<file path="src/hdl/lpfs_pkg.sv">
package lpfs_pkg;

    localparam int BYTE_W     = 8;
    localparam int LEN_W      = 21;
    localparam int SHIFT_W    = 32;
    localparam int TDATA_W    = 32;
    localparam int TUSER_W    = 2;

    // header byte positions of the big-endian payload length
    localparam int LEN_FIRST  = 12;
    localparam int LEN_LAST   = 15;

    localparam logic [LEN_W-1:0] MAX_PAYLOAD_RST = 21'd65536;

    typedef struct packed {
        logic [BYTE_W-1:0] out_byte;
        logic              in_header;
        logic              frame_end;
        logic [LEN_W-1:0]  payload_length;
        logic              length_error;
    } t_result;

endpackage

</file>
<file path="src/hdl/lpfs_parser.sv">
module lpfs_parser
    import lpfs_pkg::*;
#(
    parameter int HEADER_BYTES = 32
) (
    input  logic              i_clk,
    input  logic              i_rst_n,
    input  logic              i_accept,
    input  logic [BYTE_W-1:0] i_rx_byte,
    input  logic [LEN_W-1:0]  i_max_payload,
    output t_result           o_result
);

    localparam int CW = $clog2(HEADER_BYTES);
    localparam logic [CW-1:0] HDR_LAST = CW'(HEADER_BYTES - 1);
    localparam logic [CW-1:0] IDX_FIRST = CW'(LEN_FIRST);
    localparam logic [CW-1:0] IDX_LAST = CW'(LEN_LAST);

    logic [CW-1:0]      r_header_count, n_header_count;
    logic [SHIFT_W-1:0] r_length_shift, n_length_shift;
    logic [LEN_W-1:0]   r_payload_left, n_payload_left;
    logic               r_in_payload,   n_in_payload;
    logic               r_error,        n_error;

    logic frame_last;

    always_comb begin
        n_header_count = r_header_count;
        n_length_shift = r_length_shift;
        n_payload_left = r_payload_left;
        n_in_payload   = r_in_payload;
        n_error        = r_error;
        frame_last     = (r_payload_left <= LEN_W'(1));

        o_result.out_byte       = i_rx_byte;
        o_result.in_header      = 1'b0;
        o_result.frame_end      = 1'b0;
        o_result.payload_length = '0;
        o_result.length_error   = r_error;

        if (r_error) begin
            // sticky: everything after an oversize length is discarded
        end else if (r_in_payload) begin
            o_result.frame_end      = frame_last;
            o_result.payload_length = r_length_shift[LEN_W-1:0];
            if (frame_last) begin
                n_payload_left = '0;
                n_in_payload   = 1'b0;
                n_header_count = '0;
            end else begin
                n_payload_left = r_payload_left - LEN_W'(1);
            end
        end else begin
            if (r_header_count >= IDX_FIRST && r_header_count <= IDX_LAST) begin
                n_length_shift = {r_length_shift[SHIFT_W-BYTE_W-1:0], i_rx_byte};
            end
            if (r_header_count >= HDR_LAST) begin
                n_header_count = '0;
                if (n_length_shift > SHIFT_W'(i_max_payload)) begin
                    n_error               = 1'b1;
                    o_result.length_error = 1'b1;
                end else if (n_length_shift == '0) begin
                    o_result.in_header = 1'b1;
                    o_result.frame_end = 1'b1;
                end else begin
                    o_result.in_header      = 1'b1;
                    o_result.payload_length = n_length_shift[LEN_W-1:0];
                    n_payload_left          = n_length_shift[LEN_W-1:0];
                    n_in_payload            = 1'b1;
                end
            end else begin
                n_header_count     = r_header_count + CW'(1);
                o_result.in_header = 1'b1;
            end
        end
    end

    always_ff @(posedge i_clk) begin
        if (!i_rst_n) begin
            r_header_count <= '0;
            r_length_shift <= '0;
            r_payload_left <= '0;
            r_in_payload   <= 1'b0;
            r_error        <= 1'b0;
        end else if (i_accept) begin
            r_header_count <= n_header_count;
            r_length_shift <= n_length_shift;
            r_payload_left <= n_payload_left;
            r_in_payload   <= n_in_payload;
            r_error        <= n_error;
        end
    end

endmodule

</file>
<file path="src/hdl/lpfs_out_reg.sv">
module lpfs_out_reg
    import lpfs_pkg::*;
(
    input  logic    i_clk,
    input  logic    i_rst_n,
    input  logic    i_load,
    input  t_result i_result,
    input  logic    i_ready,
    output logic    o_can_load,
    output logic    o_valid,
    output t_result o_result
);

    logic    r_valid;
    t_result r_result;

    // a held result frees the register in the same cycle it is taken
    assign o_can_load = !r_valid || i_ready;
    assign o_valid    = r_valid;
    assign o_result   = r_result;

    always_ff @(posedge i_clk) begin
        if (!i_rst_n) begin
            r_valid <= 1'b0;
        end else if (o_can_load) begin
            r_valid <= i_load;
        end
    end

    always_ff @(posedge i_clk) begin
        if (i_load && o_can_load) begin
            r_result <= i_result;
        end
    end

endmodule

</file>
<file path="src/hdl/length_prefixed_frame_splitter_core.sv">
// Channel   Dir  Signals                          Content
// s_axis    in   tvalid tready tdata[7:0]         rx_byte
// m_axis    out  tvalid tready tdata tuser tlast  framed byte with tags
// cfg       in   valid ready data[20:0]           max_payload (always ready)
//
// One item per cycle unless m_axis stalls; each result appears in the cycle
// after its item is taken, limited only by the header counter / length compare.
// Reset (synchronous, active low) clears the frame state and sticky error and
// loads max_payload with 65536. Input is taken whenever the output register is
// empty or being drained, so an m_axis stall holds s_axis within one item.
module length_prefixed_frame_splitter_core
    import lpfs_pkg::*;
#(
    parameter int HEADER_BYTES = 32
) (
    input  logic               i_clk,
    input  logic               i_rst_n,

    input  logic               s_axis_tvalid,
    output logic               s_axis_tready,
    input  logic [BYTE_W-1:0]  s_axis_tdata,   // [7:0] rx_byte

    output logic               m_axis_tvalid,
    input  logic               m_axis_tready,
    output logic [TDATA_W-1:0] m_axis_tdata,   // [7:0] out_byte, [28:8] payload_length, zero pad
    output logic [TUSER_W-1:0] m_axis_tuser,   // [0] in_header, [1] length_error
    output logic               m_axis_tlast,   // frame_end

    input  logic               i_cfg_valid,
    output logic               o_cfg_ready,
    input  logic [LEN_W-1:0]   i_cfg_data
);

    logic [LEN_W-1:0] r_max_payload;
    logic             accept;
    logic             can_load;
    t_result          parse_result;
    t_result          out_result;

    assign o_cfg_ready = 1'b1;

    always_ff @(posedge i_clk) begin
        if (!i_rst_n) begin
            r_max_payload <= MAX_PAYLOAD_RST;
        end else if (i_cfg_valid) begin
            r_max_payload <= i_cfg_data;
        end
    end

    assign s_axis_tready = can_load;
    assign accept        = s_axis_tvalid && can_load;

    lpfs_parser #(
        .HEADER_BYTES (HEADER_BYTES)
    ) u_parser (
        .i_clk         (i_clk),
        .i_rst_n       (i_rst_n),
        .i_accept      (accept),
        .i_rx_byte     (s_axis_tdata),
        .i_max_payload (r_max_payload),
        .o_result      (parse_result)
    );

    lpfs_out_reg u_out_reg (
        .i_clk      (i_clk),
        .i_rst_n    (i_rst_n),
        .i_load     (s_axis_tvalid),
        .i_result   (parse_result),
        .i_ready    (m_axis_tready),
        .o_can_load (can_load),
        .o_valid    (m_axis_tvalid),
        .o_result   (out_result)
    );

    assign m_axis_tdata = {{(TDATA_W - LEN_W - BYTE_W){1'b0}},
                           out_result.payload_length, out_result.out_byte};
    assign m_axis_tuser = {out_result.length_error, out_result.in_header};
    assign m_axis_tlast = out_result.frame_end;

endmodule
</file>
<file path="config.mk">
export PLATFORM = sky130hd
export DESIGN_NAME = length_prefixed_frame_splitter_core
export DESIGN_NICKNAME = d
export VERILOG_FILES = /design/src/hdl/lpfs_pkg.sv /design/src/hdl/lpfs_parser.sv /design/src/hdl/lpfs_out_reg.sv /design/src/hdl/length_prefixed_frame_splitter_core.sv
export SDC_FILE = /design/constraint.sdc
export NUM_CORES = 1
export LEC_CHECK = 0
export BUFFER_PORTS_ARGS = -buffer_cell sky130_fd_sc_hd__buf_2
export CORE_ASPECT_RATIO = 0.6
export CORE_UTILIZATION = 45
export DETAILED_ROUTE_END_ITERATION = 12
export PLACE_DENSITY = 0.63
export SYNTH_ARGS = -nofsm -noshare
export SYNTH_HDL_FRONTEND = slang
export SYNTH_HIERARCHICAL = 1
export SYNTH_SLANG_ARGS = --single-unit
</file>
<file path="constraint.sdc">
create_clock -name i_clk -period 6.1 [get_ports i_clk]
set_clock_uncertainty 0.15 [all_clocks]
set_input_delay 0.61 -clock i_clk [delete_from_list [all_inputs] [get_ports i_clk]]
set_output_delay 0.61 -clock i_clk [all_outputs]
set_load 0.05 [all_outputs]
</file>
==> results of run 1 <==
worst min path at each step:
stage / slack (ns) / to / cells past startpoint
final: 0.25 / u_out_reg/o_result[30] / 1
after global routing: 0.23 / u_out_reg/o_result[25] / 1
after CTS: 0.24 / u_out_reg/o_result[30] / 1
after detailed placement: 0.29 / u_parser/r_length_shift[27] / 2
after global placement: 0.29 / u_parser/r_length_shift[27] / 2
after floorplan: 0.28 / u_parser/r_length_shift[27] / 2
cells in the final DEF, fill, tap and decap left out, drive strengths merged, types with 14 or more instances in the layout:
cell     n
mux2i   48
nor2b   22
ha      27
edfxtp  32
clkbuf  17
o21ai   38
nand2   69
a211oi  23
dfxtp   82
inv     54
nor2    50
a21oi   28
o221a   14
buf     87
synthesized netlist by cell type (7+ instances only):
| library cell | count |
|---|---|
| sky130_fd_sc_hd__buf_2 | 7 |
| sky130_fd_sc_hd__inv_1 | 47 |
| sky130_fd_sc_hd__mux2i_1 | 48 |
| sky130_fd_sc_hd__or4_1 | 8 |
| sky130_fd_sc_hd__clkbuf_1 | 23 |
| sky130_fd_sc_hd__a21oi_1 | 27 |
| sky130_fd_sc_hd__dfxtp_1 | 82 |
| sky130_fd_sc_hd__o21ai_0 | 34 |
| sky130_fd_sc_hd__nor4_1 | 9 |
| sky130_fd_sc_hd__edfxtp_1 | 32 |
| sky130_fd_sc_hd__nor3_1 | 12 |
| sky130_fd_sc_hd__o221a_1 | 10 |
| sky130_fd_sc_hd__nor2_1 | 50 |
| sky130_fd_sc_hd__nor2b_1 | 22 |
| sky130_fd_sc_hd__nand2_1 | 68 |
| sky130_fd_sc_hd__ha_1 | 27 |
| sky130_fd_sc_hd__o221ai_1 | 12 |
| sky130_fd_sc_hd__a211oi_1 | 23 |
| sky130_fd_sc_hd__xnor2_1 | 9 |
| sky130_fd_sc_hd__buf_4 | 13 |
metal layers:
metal,global-route usage,wire length (µm),up-vias,share of wire
li1,-,-,2512,-
met3,0.0630,1280,19,0.074
met2,0.367,7080,203,0.41
met4,0.0683,168,0,0.0098
met1,0.379,8680,2545,0.50
met5,0,0,-,0
final cells by class:
cell class,count,area (µm²),share of cell area
Clock buffer,17,425,0.0594
Timing Repair Buffer,87,485,0.0677
Multi-Input combinational cell,457,3140,0.438
Tap cell,170,213,0.0297
Sequential cell,114,2600,0.363
Clock inverter,15,125,0.0175
Inverter,48,180,0.0251
power groups by stage:
stage | clock network [mW] | registers (mW) | logic [mW]
finish | 0.925 | 0.833 | 0.246
global route | 0.978 | 0.836 | 0.267
CTS | 0.941 | 0.833 | 0.245
detailed placement | 0 | 0.849 | 0.243
global placement | 0 | 0.848 | 0.239
floorplan | 0 | 0.877 | 0.141
cell families (layout without fill, tap and decap cells):
group	after synthesis	in the layout
and+or+nand+nor	214	214
AOI/OAI and AO/OA	153	153
muxes	49	49
buffers and inverters	101	167
other	2	4
DFF	114	114
adders and majority gates	27	27
xor gates and xnor gates	10	10
metrics by stage:
step | instances | hold WS [ns] | area, µm² | utilization | setup WS (ns)
after floorplan | 672 | 0.281 | 6230 | - | 1.60
after global placement | 876 | 0.290 | 6620 | 0.502 | 1.16
after detailed placement | 876 | 0.294 | 6620 | 0.502 | 1.11
after CTS | 908 | 0.236 | 7170 | 0.544 | 1.07
after global routing | 908 | 0.232 | 7170 | 0.544 | 0.647
final | 908 | 0.250 | 7170 | 0.544 | 0.957
critical path, cell delays in order, from the launching register on:
cell and delay (ns):
sky130_fd_sc_hd__dfxtp_1 0.36, sky130_fd_sc_hd__ha_1 0.24, sky130_fd_sc_hd__and3_1 0.21, sky130_fd_sc_hd__ha_1 0.21, sky130_fd_sc_hd__o22ai_2 0.51, sky130_fd_sc_hd__mux2i_1 0.64
sky130_fd_sc_hd__inv_1 0.10, sky130_fd_sc_hd__ha_1 0.19, sky130_fd_sc_hd__or4_1 0.44, sky130_fd_sc_hd__nor4_1 0.26, sky130_fd_sc_hd__mux2i_1 0.15, sky130_fd_sc_hd__a2111oi_2 0.40
sky130_fd_sc_hd__a32oi_2 0.09, sky130_fd_sc_hd__buf_4 0.22, sky130_fd_sc_hd__a21oi_2 0.61, sky130_fd_sc_hd__o221a_1 0.29
flip-flops by register name, indices dropped and copies added, names as in the netlist:
signal / flops
r_max_payload: 21
u_out_reg/o_result: 32
u_out_reg/o_valid: 1
u_parser/r_error: 1
u_parser/r_header_count: 5
u_parser/r_in_payload: 1
u_parser/r_length_shift: 32
u_parser/r_payload_left: 21
==> impl_metrics.prom, run 1 <==
# TYPE chip_impl_metric gauge
chip_impl_metric{name="comb_power_share",unit=""} 0.123
chip_impl_metric{name="synthDominantCellAreaShare",unit=""} 0.264
chip_impl_metric{name="cts-htree-levels",unit=""} 4
chip_impl_metric{name="finalPower",unit="mW"} 2.00
chip_impl_metric{name="global_route.overflow_total",unit=""} 0
chip_impl_metric{name="mappedNetlistArea",unit="µm²"} 6220
chip_impl_metric{name="clkSinkCount",unit=""} 114
chip_impl_metric{name="synth_enable_flop_cells",unit=""} 32
chip_impl_metric{name="synth-seq-cells",unit=""} 114
chip_impl_metric{name="drt-wirelength-per-cell",unit="µm"} 18.9
chip_impl_metric{name="grt_usage",unit=""} 0.256
chip_impl_metric{name="holdBufCountCts",unit=""} 0
chip_impl_metric{name="synth_xor_xnor_area_share",unit=""} 0.0141
chip_impl_metric{name="timing_hold_violations_final",unit=""} 0
chip_impl_metric{name="areaGrowthSynthToFinish",unit="%"} 15.2
chip_impl_metric{name="r2r_slack",unit="ns"} 0.96
chip_impl_info{name="synth_area_leader_cell",value="sky130_fd_sc_hd__dfxtp_1"} 1
chip_impl_metric{name="internal_power",unit="mW"} 1.42
chip_impl_metric{name="grt_start_max_net_pins",unit=""} 48
chip_impl_metric{name="fraction_of_the_mapped_netlist_area_in_simple_logic_gates",unit=""} 0.176
chip_impl_metric{name="max-clock-path-buffers",unit=""} 2
chip_impl_metric{name="worst_setup_hold_path_clk_slew",unit="ns"} 0.06
chip_impl_info{name="critical_path_capture_point_type",value="register"} 1
chip_impl_metric{name="gp_routability_congestion",unit=""} 0.913
chip_impl_metric{name="drive_above_1_share",unit=""} 0.195
chip_impl_metric{name="worst-slew-pin-transition",unit="ns"} 0.768
chip_impl_metric{name="critical_path_peak_fanout",unit=""} 14
chip_impl_metric{name="placementRows",unit=""} 32
chip_impl_metric{name="share_of_total_power_in_the_clock_network",unit=""} 0.462
chip_impl_metric{name="remaining_drc_errors",unit=""} 0
chip_impl_metric{name="dp_hpwl",unit="µm"} 12300
chip_impl_info{name="tritoncts",value="yes"} 1
chip_impl_metric{name="via_per_inst",unit=""} 5.81
chip_impl_info{name="clock_root_buffer",value="sky130_fd_sc_hd__clkbuf_16"} 1
chip_impl_metric{name="leakage",unit="nW"} 3.10
chip_impl_metric{name="arrival",unit="ns"} 5.34
chip_impl_info{name="worstSetupStartpoint",value="u_parser/r_header_count[0]"} 1
chip_impl_metric{name="final_nets",unit=""} 786
chip_impl_info{name="grt_setup_unrepaired",value="no"} 1
chip_impl_metric{name="grt_antenna_before_repair",unit=""} 0
chip_impl_metric{name="antenna_violating_nets_post_route",unit=""} 0
chip_impl_info{name="ys_dominant_reg_cell",value="sky130_fd_sc_hd__dfxtp_1"} 1
chip_impl_metric{name="floorplan_die_height",unit="µm"} 93.1
chip_impl_info{name="min_delay_src",value="s_axis_tdata[6]"} 1
chip_impl_metric{name="antenna_cells_inserted",unit=""} 0
chip_impl_metric{name="worstSkewPairLatency",unit="ns"} 0.42
chip_impl_metric{name="postSynthAreaPerCell",unit="µm²"} 9.28
chip_impl_metric{name="timing_max_transition_violations_final",unit=""} 0
chip_impl_metric{name="slew_headroom",unit=""} 0.488
chip_impl_metric{name="port_bufs",unit=""} 67
chip_impl_metric{name="asyncSetResetFlopFracSynth",unit=""} 0
chip_impl_metric{name="synth_fa_ha_area_frac",unit=""} 0.0543
chip_impl_metric{name="timing.reg2reg.worst_path_depth",unit=""} 15
chip_impl_metric{name="required_time_reported_for_the_critical_path_endpoint",unit="ns"} 6.30
chip_impl_metric{name="first_global_vias",unit=""} 4979
chip_impl_metric{name="grt_pass1_wl",unit="µm"} 27800
chip_impl_metric{name="synthCells",unit=""} 670
chip_impl_metric{name="net-switching-power",unit="mW"} 0.582
chip_impl_info{name="setup.worst_path.start_class",value="register"} 1
chip_impl_metric{name="detail_route.wirelength",unit="µm"} 17200
chip_impl_metric{name="floorplan.die.width",unit="µm"} 154
chip_impl_metric{name="post_synthesis_compound_gate_area_fraction",unit=""} 0.176
chip_impl_metric{name="io-pin-count",unit=""} 72
chip_impl_metric{name="initial_utilization",unit=""} 0.472
chip_impl_metric{name="distinct_cell_type_count_after_synthesis",unit=""} 74
chip_impl_info{name="outcome",value="finished clean"} 1
chip_impl_metric{name="setup_tns",unit="ns"} 0
chip_impl_metric{name="drtPass1Iterations",unit=""} 6
chip_impl_metric{name="ir_drop",unit="V"} 0.000179
chip_impl_info{name="class_of_the_most_critical_hold_timing_path",value="input port to register"} 1
chip_impl_metric{name="synth_mux_area_frac",unit=""} 0.0791
chip_impl_metric{name="vias",unit=""} 5279
chip_impl_metric{name="postCtsResizedCells",unit=""} 0
chip_impl_metric{name="core_region_area",unit="µm²"} 13200
chip_impl_info{name="main_combinational_cell_family_by_area_after_synthesis",value="simple AND/OR/NAND/NOR gates"} 1
chip_impl_info{name="critical_path_end",value="u_parser/r_payload_left[14]"} 1
chip_impl_metric{name="num-fill-cells",unit=""} 1181
chip_impl_metric{name="pwr_density_cell",unit="nW/µm²"} 280
chip_impl_metric{name="cts_made_buffers",unit=""} 17
chip_impl_metric{name="layout_min_cycle_time",unit="ns"} 5.14
chip_impl_metric{name="cap_viol_max_count",unit=""} 0
chip_impl_metric{name="final_min_period_over_clock_period",unit=""} 0.843
chip_impl_info{name="ys_top_cells_by_area",value="sky130_fd_sc_hd__dfxtp_1 (26%), sky130_fd_sc_hd__edfxtp_1 (15%), sky130_fd_sc_hd__mux2i_1 (7.7%)"} 1
chip_impl_info{name="r2r_end",value="u_parser/r_payload_left[14]"} 1
chip_impl_metric{name="dieArea",unit="µm²"} 14300
chip_impl_metric{name="seq_area_frac_synth",unit=""} 0.418
chip_impl_info{name="timing.setup.critical_path_class",value="register to register"} 1
chip_impl_metric{name="yosys_warnings",unit=""} 6
chip_impl_metric{name="finalSetupViolations",unit=""} 0
chip_impl_metric{name="sequentialPowerShare",unit=""} 0.416
chip_impl_metric{name="detailedRoute.firstIterationViolations",unit=""} 503
chip_impl_metric{name="sw_ratio",unit=""} 0.290
chip_impl_metric{name="maxClockFrequency",unit="MHz"} 194
chip_impl_info{name="rr_startpoint",value="u_parser/r_header_count[0]"} 1
chip_impl_metric{name="post_cts.repair.setup_buffers",unit=""} 0
(Power assumes the default switching activity.)
==> run 2: changes to the inputs <==
--- a/config.mk
+++ b/config.mk
@@ -9,7 +9,7 @@
 export CORE_ASPECT_RATIO = 0.6
 export CORE_UTILIZATION = 45
 export DETAILED_ROUTE_END_ITERATION = 12
-export PLACE_DENSITY = 0.63
+export PLACE_DENSITY = 0.66
 export SYNTH_ARGS = -nofsm -noshare
 export SYNTH_HDL_FRONTEND = slang
 export SYNTH_HIERARCHICAL = 1
==> constraint.sdc (replaced) <==
create_clock -name i_clk -period 4.4 [get_ports i_clk]
set_clock_uncertainty 0.15 [all_clocks]
set_input_delay 0.44 -clock i_clk [delete_from_list [all_inputs] [get_ports i_clk]]
set_output_delay 0.44 -clock i_clk [all_outputs]
set_load 0.05 [all_outputs]
==> run 2 against run 1 <==
  * Via count up 1.9%
  * Sequential share of layout area shrank 0.90 points
  * Die area unchanged
  * First-iteration DRC count grew 6.0%
  * Final area up 2.5%
  * Critical path type unchanged
  * Critical endpoint is now u_parser/r_payload_left[10]
==> impl_metrics.prom, run 2 (synthesis gave the netlist of run 1 again) <==
# TYPE chip_impl_metric gauge
chip_impl_info{name="outcome",value="finished clean"} 1
chip_impl_metric{name="areaGrowthSynthToFinish",unit="%"} 18.2
chip_impl_metric{name="drive_above_1_share",unit=""} 0.222
chip_impl_metric{name="cap_viol_max_count",unit=""} 0
chip_impl_metric{name="share_of_total_power_in_the_clock_network",unit=""} 0.456
chip_impl_metric{name="dieArea",unit="µm²"} 14300
chip_impl_metric{name="holdBufCountCts",unit=""} 0
chip_impl_metric{name="maxClockFrequency",unit="MHz"} 237
chip_impl_metric{name="finalSetupViolations",unit=""} 0
chip_impl_metric{name="layout_min_cycle_time",unit="ns"} 4.22
chip_impl_metric{name="global_route.overflow_total",unit=""} 0
chip_impl_metric{name="remaining_drc_errors",unit=""} 0
chip_impl_metric{name="floorplan_die_height",unit="µm"} 93.1
chip_impl_metric{name="worst_path_largest_cell_delay",unit="ns"} 0.49
chip_impl_info{name="clock_root_buffer",value="sky130_fd_sc_hd__clkbuf_16"} 1
chip_impl_info{name="tritoncts",value="yes"} 1
chip_impl_metric{name="vias",unit=""} 5381
chip_impl_metric{name="worst_setup_hold_path_clk_slew",unit="ns"} 0.05
chip_impl_metric{name="final_nets",unit=""} 799
chip_impl_metric{name="grt_usage",unit=""} 0.258
chip_impl_metric{name="placementRows",unit=""} 32
chip_impl_metric{name="timing.reg2reg.worst_path_depth",unit=""} 15
chip_impl_metric{name="internal_power",unit="mW"} 2.02
chip_impl_metric{name="core_region_area",unit="µm²"} 13200
chip_impl_metric{name="first_global_vias",unit=""} 4967
chip_impl_info{name="r2r_end",value="u_parser/r_payload_left[10]"} 1
chip_impl_metric{name="post-route-worst-setup-slack",unit="ns"} 0.177
chip_impl_metric{name="slew_headroom",unit=""} 0.297
chip_impl_metric{name="arrival",unit="ns"} 4.40
chip_impl_metric{name="leakage",unit="nW"} 3.13
chip_impl_metric{name="pwr_density_cell",unit="nW/µm²"} 380
chip_impl_metric{name="timing_max_transition_violations_final",unit=""} 0
chip_impl_metric{name="place_ws",unit="ns"} -0.0531
chip_impl_info{name="rr_startpoint",value="u_parser/r_header_count[0]"} 1
chip_impl_metric{name="dp_hpwl",unit="µm"} 12800
chip_impl_metric{name="worst-slew-pin-transition",unit="ns"} 1.05
chip_impl_metric{name="drt-wirelength-per-cell",unit="µm"} 19.0
chip_impl_metric{name="cts_made_buffers",unit=""} 17
chip_impl_info{name="setup.worst_path.start_class",value="register"} 1
chip_impl_metric{name="sequentialPowerShare",unit=""} 0.415
chip_impl_metric{name="worstSkewPairLatency",unit="ns"} 0.41
chip_impl_metric{name="sw_ratio",unit=""} 0.275
chip_impl_metric{name="floorplan.die.width",unit="µm"} 154
chip_impl_metric{name="post_cts.repair.setup_buffers",unit=""} 0
chip_impl_info{name="critPathMostFrequentCell",value="sky130_fd_sc_hd__ha_1"} 1
chip_impl_metric{name="grt_antenna_before_repair",unit=""} 1
chip_impl_metric{name="critical_path_peak_fanout",unit=""} 14
chip_impl_metric{name="num-fill-cells",unit=""} 1142
chip_impl_metric{name="io-pin-count",unit=""} 72
chip_impl_info{name="mostFrequentLayoutCells",value="sky130_fd_sc_hd__dfxtp_1 (82), sky130_fd_sc_hd__nand2_1 (68), sky130_fd_sc_hd__buf_2 (67)"} 1
chip_impl_metric{name="utilization_after_layout",unit=""} 0.558
chip_impl_metric{name="multi_input_area",unit="µm²"} 3210
chip_impl_metric{name="grt_pass1_wl",unit="µm"} 28000
chip_impl_info{name="critical_path_capture_point_type",value="register"} 1
chip_impl_info{name="min_delay_src",value="s_axis_tdata[1]"} 1
chip_impl_metric{name="finalPower",unit="mW"} 2.79
chip_impl_metric{name="holdPathStages",unit=""} 1
chip_impl_metric{name="timing_hold_violations_final",unit=""} 0
chip_impl_metric{name="initial_utilization",unit=""} 0.472
chip_impl_metric{name="final_cell_count_no_fill",unit=""} 922
chip_impl_metric{name="comb_power_share",unit=""} 0.129
chip_impl_metric{name="net-switching-power",unit="mW"} 0.768
chip_impl_metric{name="post-place-cells",unit=""} 887
chip_impl_metric{name="port_bufs",unit=""} 67
chip_impl_metric{name="ir_drop",unit="V"} 0.000229
chip_impl_metric{name="setup_tns",unit="ns"} 0
chip_impl_info{name="critical-path-slowest-cell",value="sky130_fd_sc_hd__or3_2"} 1
chip_impl_metric{name="drtPass1Iterations",unit=""} 5
chip_impl_info{name="crit_chain",value="ha_1 > and3_1 > ha_1 > o22ai_4 > mux2i_2 > inv_1 > ha_1 > or4_1 > nor4_1 > mux2i_1 > a2111oi_2 > a32oi_2 > buf_4 > or3_2 > a31oi_1"} 1
chip_impl_metric{name="required_time_reported_for_the_critical_path_endpoint",unit="ns"} 4.58
chip_impl_metric{name="detailedRoute.firstIterationViolations",unit=""} 533
chip_impl_metric{name="r2r_slack",unit="ns"} 0.18
chip_impl_metric{name="clkSinkCount",unit=""} 114
chip_impl_metric{name="gp_routability_congestion",unit=""} 0.951
chip_impl_metric{name="cts-htree-levels",unit=""} 4
chip_impl_info{name="class_of_the_most_critical_hold_timing_path",value="input port to register"} 1
chip_impl_metric{name="detail_route.wirelength",unit="µm"} 17600
chip_impl_metric{name="sequential_cell_area",unit="µm²"} 2600
chip_impl_metric{name="antenna_violating_nets_post_route",unit=""} 0
chip_impl_info{name="most_common_cell_after_layout_fill_and_taps_aside",value="sky130_fd_sc_hd__dfxtp_1"} 1
chip_impl_info{name="timing.setup.critical_path_class",value="register to register"} 1
chip_impl_metric{name="grt_start_max_net_pins",unit=""} 43
chip_impl_info{name="grt_setup_unrepaired",value="yes"} 1
chip_impl_metric{name="max-clock-path-buffers",unit=""} 2
chip_impl_info{name="min_to",value="u_out_reg/o_result[25]"} 1
chip_impl_metric{name="via_per_inst",unit=""} 5.84
chip_impl_metric{name="final_min_period_over_clock_period",unit=""} 0.960
-- run 2: cell types whose count changed in the layout (fill, tap and decap cells not counted), moves of 2 or more --
cell and delta:
sky130_fd_sc_hd__o21ai_0 -6, sky130_fd_sc_hd__inv_6 -2, sky130_fd_sc_hd__buf_4 +10, sky130_fd_sc_hd__o21ai_1 +3, sky130_fd_sc_hd__a21oi_4 +2, sky130_fd_sc_hd__clkbuf_1 +2
sky130_fd_sc_hd__mux2i_2 +6, sky130_fd_sc_hd__mux2i_1 -6, sky130_fd_sc_hd__o21ai_2 +3, sky130_fd_sc_hd__inv_8 -3, sky130_fd_sc_hd__clkinv_2 +2
-- run 2: worst max-delay path by stage --
stage	endpoint	slack, ns	startpoint
floorplan	u_out_reg/o_result[20]	0.06	u_parser/r_header_count[0]
global placement	u_parser/r_payload_left[6]	-0.06	u_parser/r_header_count[0]
detailed placement	u_parser/r_payload_left[15]	-0.05	u_parser/r_header_count[0]
CTS	u_out_reg/o_result[15]	0.05	u_parser/r_header_count[0]
global route	u_parser/r_payload_left[10]	-0.06	u_parser/r_header_count[1]
finish	u_parser/r_payload_left[10]	0.18	u_parser/r_header_count[0]
-- run 2: power groups by stage --
stage	Sequential (mW)	Clock (mW)	Combinational, mW
3_5_place_dp	1.18	0	0.346
6_report	1.16	1.27	0.359
3_3_place_gp	1.18	0	0.339
4_1_cts	1.16	1.29	0.349
2_1_floorplan	1.22	0	0.196
5_1_grt	1.16	1.34	0.391
-- run 2: what timing repair did --
item | in CTS | in global routing
hold endpoints to repair | 0 | 0
pin swaps | 0 | 3
setup endpoints to repair | 15 | 41
cloned | 0 | 2
resized for setup | 2 | 21
-- run 2: worst max-delay path, delay by kind of cell (launching register included) --
family,cells,cell delay [ns]
AND/OR/NAND/NOR,4,1.40
AO/OA/AOI/OAI,4,0.84
flip-flops,1,0.35
buffers and inverters,2,0.28
adder cells (fa/ha/maj),3,0.64
multiplexers,2,0.47
-- run 2: through the flow --
step,area (µm²),hold slack [ns]
5_1_grt,7350,0.0943
6_report,7350,0.101
2_1_floorplan,6230,0.281
3_3_place_gp,6710,0.292
4_1_cts,7270,0.0864
3_5_place_dp,6710,0.296
-- run 2: area by class of cell --
class | count | share of cell area
clock buffer | 19 | 0.0589
inverter | 48 | 0.0245
sequential | 114 | 0.354
multi-input combinational | 458 | 0.437
tap | 170 | 0.0289
timing repair buffer | 99 | 0.0805
antenna | 1 | 0.000340
clock inverter | 13 | 0.0155
-- run 2: metal layers --
| layer | wire length, µm | part of all wire | global-route usage |
|---|---|---|---|
| met5 | 0 | 0 | 0 |
| met4 | 144 | 0.0082 | 0.0675 |
| met3 | 1970 | 0.11 | 0.0751 |
| met2 | 7000 | 0.40 | 0.350 |
| met1 | 8450 | 0.48 | 0.388 |
